## src/sv/tach_pkg.sv

```systemverilog
`timescale 1ns / 1ps
package tach_pkg;

  localparam int SUM_W      = 37;
  localparam int PERIOD_W   = 32;
  localparam int CAP_W      = 16;
  localparam int RPM_W      = 20;
  localparam int DIV_CNT_W  = 6;

  // averaging divides by PERIOD_COUNT (at most 32) one hex digit per step
  localparam int AVG_DIGIT_W = 4;
  localparam int AVG_REM_W   = 5;
  localparam int AVG_DIGITS  = (SUM_W + AVG_DIGIT_W - 1) / AVG_DIGIT_W;

  localparam logic [RPM_W-1:0]     RPM_MAX        = '1;
  localparam logic [PERIOD_W-1:0]  RPM_CONST_RST  = 32'd1000000;
  localparam logic [DIV_CNT_W-1:0] DIV_STEP_LAST  = DIV_CNT_W'(SUM_W - 1);
  localparam logic [DIV_CNT_W-1:0] AVG_STEP_LAST  = DIV_CNT_W'(AVG_DIGITS - 1);

  typedef enum logic [1:0] {
    CMD_OVERFLOW = 2'd0,
    CMD_CAPTURE  = 2'd1,
    CMD_RESTART  = 2'd2
  } cmd_t;

  typedef struct packed {
    logic [1:0]       command;
    logic [CAP_W-1:0] capture_value;
  } in_item_t;

  typedef struct packed {
    logic [PERIOD_W-1:0] average_period;
    logic [RPM_W-1:0]    rpm;
  } out_item_t;

  typedef struct packed {
    logic             valid;
    logic [SUM_W-1:0] sum;
  } q_entry_t;

  typedef enum logic [1:0] {
    B_IDLE,
    B_AVG,
    B_RPM,
    B_DONE
  } back_state_t;

endpackage

```

## src/sv/tach_front.sv

```systemverilog
`timescale 1ns / 1ps
module tach_front #(
  parameter int PERIOD_COUNT = 20
) (
  input  logic               clk,
  input  logic               rst_n,
  input  logic               in_valid,
  output logic               in_ready,
  input  tach_pkg::in_item_t in_data,
  input  logic               q_full,
  output tach_pkg::q_entry_t push
);
  import tach_pkg::*;

  localparam int CNT_W = $clog2(PERIOD_COUNT + 1);

  logic [CAP_W-1:0] ovf_r, ovf_nxt;
  logic [SUM_W-1:0] sum_r, sum_nxt, sum_add;
  logic [CNT_W-1:0] cnt_r, cnt_nxt;
  logic             meas_r, meas_nxt;
  logic             accept;

  assign in_ready = !q_full;
  assign accept   = in_valid && in_ready;
  // extended period: overflow ticks form the upper half
  assign sum_add  = sum_r + SUM_W'({ovf_r, in_data.capture_value});

  always_comb begin
    ovf_nxt    = ovf_r;
    sum_nxt    = sum_r;
    cnt_nxt    = cnt_r;
    meas_nxt   = meas_r;
    push.valid = 1'b0;
    push.sum   = sum_add;
    if (accept) begin
      case (in_data.command)
        CMD_OVERFLOW: begin
          if (ovf_r != '1) ovf_nxt = ovf_r + 1'b1;
        end
        CMD_RESTART: begin
          meas_nxt = 1'b1;
          sum_nxt  = '0;
          cnt_nxt  = '0;
        end
        CMD_CAPTURE: begin
          ovf_nxt = '0;
          if (meas_r) begin
            sum_nxt = sum_add;
            cnt_nxt = cnt_r + 1'b1;
            if (cnt_r == CNT_W'(PERIOD_COUNT - 1)) begin
              // last period: hand the sum to the back end and go idle
              push.valid = 1'b1;
              meas_nxt   = 1'b0;
            end
          end
        end
        default: ;
      endcase
    end
  end

  always_ff @(posedge clk) begin
    if (!rst_n) begin
      ovf_r  <= '0;
      sum_r  <= '0;
      cnt_r  <= '0;
      meas_r <= 1'b0;
    end else begin
      ovf_r  <= ovf_nxt;
      sum_r  <= sum_nxt;
      cnt_r  <= cnt_nxt;
      meas_r <= meas_nxt;
    end
  end

endmodule

```

## src/sv/tach_queue.sv

```systemverilog
`timescale 1ns / 1ps
module tach_queue (
  input  logic               clk,
  input  logic               rst_n,
  input  tach_pkg::q_entry_t push,
  input  logic               pop,
  output tach_pkg::q_entry_t head,
  output logic               full
);
  import tach_pkg::*;

  logic [SUM_W-1:0] data_r [2];
  logic             wr_ptr_r, rd_ptr_r;
  logic [1:0]       cnt_r;
  logic             do_push, do_pop;

  assign full       = (cnt_r == 2'd2);
  assign head.valid = (cnt_r != 2'd0);
  assign head.sum   = data_r[rd_ptr_r];
  assign do_push    = push.valid && !full;
  assign do_pop     = pop && head.valid;

  always_ff @(posedge clk) begin
    if (do_push) data_r[wr_ptr_r] <= push.sum;
  end

  always_ff @(posedge clk) begin
    if (!rst_n) begin
      wr_ptr_r <= 1'b0;
      rd_ptr_r <= 1'b0;
      cnt_r    <= '0;
    end else begin
      if (do_push) wr_ptr_r <= !wr_ptr_r;
      if (do_pop)  rd_ptr_r <= !rd_ptr_r;
      case ({do_push, do_pop})
        2'b10:   cnt_r <= cnt_r + 1'b1;
        2'b01:   cnt_r <= cnt_r - 1'b1;
        default: cnt_r <= cnt_r;
      endcase
    end
  end

endmodule

```

## src/sv/tach_back.sv

```systemverilog
`timescale 1ns / 1ps
module tach_back #(
  parameter int PERIOD_COUNT = 20
) (
  input  logic                             clk,
  input  logic                             rst_n,
  input  tach_pkg::q_entry_t               head,
  output logic                             pop,
  input  logic [tach_pkg::PERIOD_W-1:0]    rpm_constant,
  output logic                             out_valid,
  input  logic                             out_ready,
  output tach_pkg::out_item_t              out_data
);
  import tach_pkg::*;

  localparam int WIN_W     = AVG_REM_W + AVG_DIGIT_W;
  localparam int AVG_DVD_W = AVG_DIGITS * AVG_DIGIT_W;

  back_state_t          state_r, state_nxt;
  logic [PERIOD_W-1:0]  rem_r, rem_nxt, rem_step;
  logic [SUM_W-1:0]     dvd_r, dvd_nxt, dvd_step;
  logic [PERIOD_W-1:0]  dsr_r, dsr_nxt;
  logic [DIV_CNT_W-1:0] cnt_r, cnt_nxt;
  logic [PERIOD_W-1:0]  avg_r, avg_nxt, avg_step;
  logic [RPM_W-1:0]     rpm_r, rpm_nxt;
  logic [AVG_DVD_W-1:0] adv_r, adv_nxt;
  logic [WIN_W-1:0]     win, win_rem;
  logic [AVG_DIGIT_W-1:0] digit;
  logic                 out_valid_r, out_valid_nxt;
  out_item_t            out_data_r, out_data_nxt;
  logic [PERIOD_W:0]    sh, diff;
  logic                 ge;

  // one restoring step: remainder and quotient share the dividend shifter
  assign sh       = {rem_r, dvd_r[SUM_W-1]};
  assign diff     = sh - {1'b0, dsr_r};
  assign ge       = (sh >= {1'b0, dsr_r});
  assign rem_step = ge ? diff[PERIOD_W-1:0] : sh[PERIOD_W-1:0];
  assign dvd_step = {dvd_r[SUM_W-2:0], ge};

  // radix-16 step of sum / PERIOD_COUNT: take the largest multiple that fits
  assign win      = {rem_r[AVG_REM_W-1:0], adv_r[AVG_DVD_W-1 -: AVG_DIGIT_W]};
  assign avg_step = {avg_r[PERIOD_W-AVG_DIGIT_W-1:0], digit};

  always_comb begin
    digit   = '0;
    win_rem = win;
    for (int j = 1; j < (1 << AVG_DIGIT_W); j++) begin
      if (win >= WIN_W'(PERIOD_COUNT * j)) begin
        digit   = AVG_DIGIT_W'(j);
        win_rem = win - WIN_W'(PERIOD_COUNT * j);
      end
    end
  end

  assign out_valid = out_valid_r;
  assign out_data  = out_data_r;

  always_comb begin
    state_nxt     = state_r;
    rem_nxt       = rem_r;
    dvd_nxt       = dvd_r;
    dsr_nxt       = dsr_r;
    cnt_nxt       = cnt_r;
    avg_nxt       = avg_r;
    rpm_nxt       = rpm_r;
    adv_nxt       = adv_r;
    out_data_nxt  = out_data_r;
    out_valid_nxt = out_valid_r && !out_ready;
    pop           = 1'b0;
    case (state_r)
      B_IDLE: begin
        if (head.valid) begin
          pop       = 1'b1;
          rem_nxt   = '0;
          adv_nxt   = AVG_DVD_W'(head.sum);
          cnt_nxt   = AVG_STEP_LAST;
          state_nxt = B_AVG;
        end
      end
      B_AVG: begin
        rem_nxt = PERIOD_W'(win_rem);
        adv_nxt = {adv_r[AVG_DVD_W-AVG_DIGIT_W-1:0], {AVG_DIGIT_W{1'b0}}};
        avg_nxt = avg_step;
        cnt_nxt = cnt_r - 1'b1;
        if (cnt_r == '0) begin
          rem_nxt   = '0;
          dvd_nxt   = SUM_W'(rpm_constant);
          dsr_nxt   = avg_step;
          cnt_nxt   = DIV_STEP_LAST;
          state_nxt = B_RPM;
        end
      end
      B_RPM: begin
        rem_nxt = rem_step;
        dvd_nxt = dvd_step;
        cnt_nxt = cnt_r - 1'b1;
        if (cnt_r == '0) begin
          // a zero average yields an all-ones quotient, which saturates too
          rpm_nxt   = (dvd_step[SUM_W-1:RPM_W] != '0) ? RPM_MAX : dvd_step[RPM_W-1:0];
          state_nxt = B_DONE;
        end
      end
      B_DONE: begin
        if (!out_valid_r || out_ready) begin
          out_data_nxt.average_period = avg_r;
          out_data_nxt.rpm            = rpm_r;
          out_valid_nxt               = 1'b1;
          state_nxt                   = B_IDLE;
        end
      end
      default: state_nxt = B_IDLE;
    endcase
  end

  always_ff @(posedge clk) begin
    if (!rst_n) begin
      state_r     <= B_IDLE;
      out_valid_r <= 1'b0;
    end else begin
      state_r     <= state_nxt;
      out_valid_r <= out_valid_nxt;
    end
  end

  always_ff @(posedge clk) begin
    rem_r      <= rem_nxt;
    dvd_r      <= dvd_nxt;
    dsr_r      <= dsr_nxt;
    cnt_r      <= cnt_nxt;
    avg_r      <= avg_nxt;
    rpm_r      <= rpm_nxt;
    adv_r      <= adv_nxt;
    out_data_r <= out_data_nxt;
  end

endmodule

```

## src/sv/tachometer_period_average_rpm_core.sv

```systemverilog
// A request is taken whenever in_ready is high; in_ready drops only while two finished
// measurements wait in the front/back queue.
// After the capture that completes a measurement, the back end runs ten radix-16
// steps of sum / PERIOD_COUNT, then a 37-step restoring division of rpm_constant / average.
// The back end takes a new measurement only after its last result has left B_DONE.
// Synchronous active-low reset clears state, queue and output; rpm_constant goes to 1000000.
`timescale 1ns / 1ps
module tachometer_period_average_rpm_core #(
  parameter int PERIOD_COUNT = 20
) (
  input  logic                          clk,
  input  logic                          rst_n,
  input  logic                          in_valid,
  output logic                          in_ready,
  input  tach_pkg::in_item_t            in_data,
  output logic                          out_valid,
  input  logic                          out_ready,
  output tach_pkg::out_item_t           out_data,
  input  logic                          cfg_valid,
  output logic                          cfg_ready,
  input  logic [tach_pkg::PERIOD_W-1:0] cfg_data
);
  import tach_pkg::*;

  logic [PERIOD_W-1:0] rpm_const_r;
  q_entry_t            push, head;
  logic                q_full, pop;

  assign cfg_ready = 1'b1;

  always_ff @(posedge clk) begin
    if (!rst_n) begin
      rpm_const_r <= RPM_CONST_RST;
    end else if (cfg_valid && cfg_ready) begin
      rpm_const_r <= cfg_data;
    end
  end

  tach_front #(.PERIOD_COUNT(PERIOD_COUNT)) u_front (
    .clk      (clk),
    .rst_n    (rst_n),
    .in_valid (in_valid),
    .in_ready (in_ready),
    .in_data  (in_data),
    .q_full   (q_full),
    .push     (push)
  );

  tach_queue u_queue (
    .clk   (clk),
    .rst_n (rst_n),
    .push  (push),
    .pop   (pop),
    .head  (head),
    .full  (q_full)
  );

  tach_back #(.PERIOD_COUNT(PERIOD_COUNT)) u_back (
    .clk          (clk),
    .rst_n        (rst_n),
    .head         (head),
    .pop          (pop),
    .rpm_constant (rpm_const_r),
    .out_valid    (out_valid),
    .out_ready    (out_ready),
    .out_data     (out_data)
  );

endmodule

```

## config.mk

```make
export PLATFORM = sky130hd
export DESIGN_NAME = tachometer_period_average_rpm_core
export DESIGN_NICKNAME = d
export VERILOG_FILES = /design/src/sv/tach_pkg.sv /design/src/sv/tach_front.sv /design/src/sv/tach_queue.sv /design/src/sv/tach_back.sv /design/src/sv/tachometer_period_average_rpm_core.sv
export SDC_FILE = /design/constraint.sdc
export NUM_CORES = 1
export LEC_CHECK = 0
export CORE_MARGIN = 1
export CORE_UTILIZATION = 35
export CTS_CLUSTER_DIAMETER = 100
export CTS_CLUSTER_SIZE = 12
export DETAILED_ROUTE_END_ITERATION = 10
export DONT_BUFFER_PORTS = 1
export PLACE_DENSITY = 0.5
export SYNTH_ARGS = -nofsm -noshare
export SYNTH_HDL_FRONTEND = slang
export SYNTH_HIERARCHICAL = 1
export SYNTH_SLANG_ARGS = --single-unit
export TNS_END_PERCENT = 10
```

## constraint.sdc

```tcl
create_clock -name clk -period 8.2 [get_ports clk]
set_input_delay 0.82 -clock clk [delete_from_list [all_inputs] [get_ports clk]]
set_output_delay 0.82 -clock clk [all_outputs]
set_load 0.02 [all_outputs]
```

==> flow_summary_export.csv <==
group,metric,value,unit
run_status,outcome,"complete, no violations",
grt,grt-ovfl-total,0,
floorplan,die_h,254,um
clock_network,clk_pin_slew,70,ps
hold_path,hold_depth,1,
drt,first_pass_iters,6,
grt,grt_pass1_wl,88000,um
synth,yosys_most_used_dff,"edfxtp_1",
placement,portBuffers,0,
grt,grt_pass1_vias,14700,
final_layout,drive_above_1_share,11.6,%
sta,worst_pin_slew,1110,ps
clock_network,cts_tree,"built",
worst_setup_path,reg2reg_slack,4000,ps
sta,setup_viol,0,
clock_network,postCtsHoldBufs,0,
sta,slew_viol_final,0,
pwr,power_density,237,mW/mm2
grt,grt_max_degree,63,
worst_setup_path,slowest_delay,670,ps
placement,gp_congestion,0.920,
floorplan,start_util,35.7,%
final_layout,fin_nets,2057,
synth,avgSynthCellArea,11.5,um2
final_layout,areaGrowthSynthToFinish,8.99,%
job,maxCapViolCount,0,
final_layout,antennaDiodeCount,0,
grt,antenna_found_initial,1,
clock_network,ctsResizeCount,0,
floorplan,coreArea,0.0622,mm2
pwr,pwr-share-clk,31.2,%
clock_network,cts_buffers,41,
sta,skew,23.6,ps
sta,finalHoldViolCount,0,
sta,rsz0062_at_grt,"no",
sta,slew_headroom,25.4,%
drt,viasPerCell,5.44,
sta,fin_crit_sh,51.3,%
clock_network,htreeDepth,2,
pwr,combinationalPowerShare,23.5,%
pwr,vdd_drop_max,0.120,mV
pwr,finalPower,5.72,mW
clock_network,cts_setup_buffers,0,
synth,async_reset_ff_share,0,%
clock_network,root_buffer,"clkbuf_16",
grt,grtUsageTotal,17.6,%
placement,dp_cells,2697,
pwr,seqPwrFrac,45.3,%
worst_setup_path,crit_arrival,4510,ps
worst_setup_path,path_max_fanout,22,
synth,yosys_register_bits,424,
clock_network,clockBufferDepth,3,
worst_setup_path,crit_slowest_cell,"nand2_1",
synth,netlist_area,0.0222,mm2
sta,setup_ws,4000,ps
floorplan,die_w,254,um
sta,finalWorstPathRequiredPeriod,4200,ps
floorplan,rows,91,
synth,synthesis.yosys.warnings,6,
worst_setup_path,crit_chain,"buf_4 > ha_1 > nor2b_1 > o31a_1 > o41a_1 > o2111a_1 > o21ai_4 > nand2_1 > nand2_1 > o21ai_0",
worst_setup_path,startpoint_type,"flop",
drt,final_antenna_net_count,0,
worst_setup_path,worstSetupEndpointType,"flop",
clock_network,insertion_delay,580,ps
synth,ys_seq_area_share,52.9,%
pwr,power.internal,3.95,mW
pwr,p_switching,1.78,mW
placement,place_hpwl,38800,um
pwr,p_leak,8.44,nW
synth,synth_edf_count,325,
worst_setup_path,crit_required,8510,ps
drt,vias,15100,
final_layout,stdcell_count,2772,
drt,post_drt_wl_per_cell,20.5,um
worst_setup_path,r2r_cells,10,
synth,syn_nets,2086,
drt,drt_iter0_markers,1061,
synth,yosysUniqueCellTypes,108,
floorplan,ios,110,
synth,synthesis.instances,1932,
worst_setup_path,path_common_cell,"nand2_1",
drt,routed_wl,57000,um
sta,timing.fmax,238,MHz
pwr,switching_share,31.1,%
final_layout,final_util,38.9,%
clock_network,cts_sinks,424,
sta,timing.setup.tns,0,ps
floorplan,dieArea,0.0644,mm2
placement,pre_cts_slack,3980,ps
drt,drc,0,
worst_setup_path,path_class,"flop to flop",
hold_path,hp-class,"input port to flop",
==> placed cells by master, fill, tap and decap left out, drive strengths merged, types with 22 or more instances in the layout <==
cell and n:
nand2b 33, nand3 40, xor2 31, a21oi 130, nor2b 62, o211ai 23
mux2i 42, a21o 34, inv 76, nor2 96, and2 29, xnor2 57
o21ai 87, clkbuf 71, ha 97, nor3 22, dfxtp 99, edfxtp 325
mux2 103, nand2 135
==> synthesized netlist by cell type (22+ instances only) <==
cell	count	area share, %
xnor2_1	57	2.2
mux2_2	103	5.2
nor3_1	22	0.50
nand2_1	134	2.3
mux2i_1	42	1.9
o211ai_1	23	0.78
and2_1	27	0.76
a21oi_1	128	2.9
edfxtp_1	325	44
a21o_1	34	1.2
nand2b_1	32	0.90
nand3_1	40	0.90
inv_1	74	1.3
xor2_1	31	1.2
clkbuf_1	54	0.91
ha_1	97	5.5
o21ai_0	85	1.9
nor2_1	95	1.6
nor2b_1	62	1.7
dfxtp_1	99	8.9
==> critical path: cells and delay by family (launching register included) <==
family	cells	cell delay, ps
and+or+nand+nor	3	1280
buffers and inverters	1	280
AOI/OAI and AO/OA	5	1470
adders and majority gates	1	320
DFF	1	570
==> per-stage QoR <==
| stage | hold WS [ps] | area [um2] |
|---|---|---|
| after detailed placement | 405 | 23000 |
| after global placement | 401 | 23000 |
| final | 304 | 24200 |
| after floorplan | 400 | 22200 |
| after CTS | 265 | 24200 |
| after global routing | 280 | 24200 |
==> power groups by stage <==
stage	clock network, mW	logic, mW	registers (mW)
floorplan	0	0.982	2.60
global placement	0	1.34	2.64
detailed placement	0	1.32	2.64
CTS	1.86	1.33	2.60
global route	1.94	1.46	2.61
finish	1.79	1.34	2.59
==> per-layer routing <==
metal  vias up  global-route usage [%]  part of all wire (%)
li1       7167                       -                     -
met1      7450                    25.1                    48
met2       364                    27.4                    45
met3        91                    2.81                   4.9
met4         0                    4.94                   2.2
met5         -                       0                     0
==> flip-flops by register name, indices dropped and copies added (netlist names), named ones only <==
name / count
u_queue/data_r: 74
u_back/out_data: 52
u_back/adv_r: 40
u_back/dvd_r: 37
u_front/sum_r: 37
rpm_const_r: 32
u_back/avg_r: 32
u_back/dsr_r: 32
u_back/rem_r: 32
u_back/rpm_r: 20
u_front/ovf_r: 16
u_back/cnt_r: 6
u_front/cnt_r: 5
u_back/state_r: 2
u_queue/cnt_r: 2
u_back/out_valid: 1
u_front/meas_r: 1
u_queue/rd_ptr_r: 1
u_queue/wr_ptr_r: 1
==> final timing paths <==
check             startpoint            endpoint
min                    rst_n     rpm_const_r[16]
max          u_back/rem_r[0]    u_back/rem_r[24]
max reg2reg  u_back/rem_r[0]    u_back/rem_r[24]
min reg2reg  u_back/rpm_r[1]  u_back/out_data[1]
==> final cells by class <==
class                           instances  area, um2
Multi-Input combinational cell       1339       9750
Timing Repair Buffer                   20        150
Clock inverter                          4       51.3
Tap cell                              837       1050
Sequential cell                       424      11700
Clock buffer                           71       1160
Fill cell                            6095      38000
Inverter                               77        289
==> logic make-up (layout without fill, tap and decap cells) <==
group           Yosys count  after routing  share of synthesized area [%]
simple gates            518            518                           12.2
compound gates          488            488                           15.2
flops                   424            424                           52.9
buf+inv                 169            172                           3.39
mux                     145            145                           7.12
fa+ha+maj                99             99                           5.65
xor+xnor                 88             88                           3.47
other cells               1              1                         0.0169
Note: power is estimated with default switching activity, not from simulation.
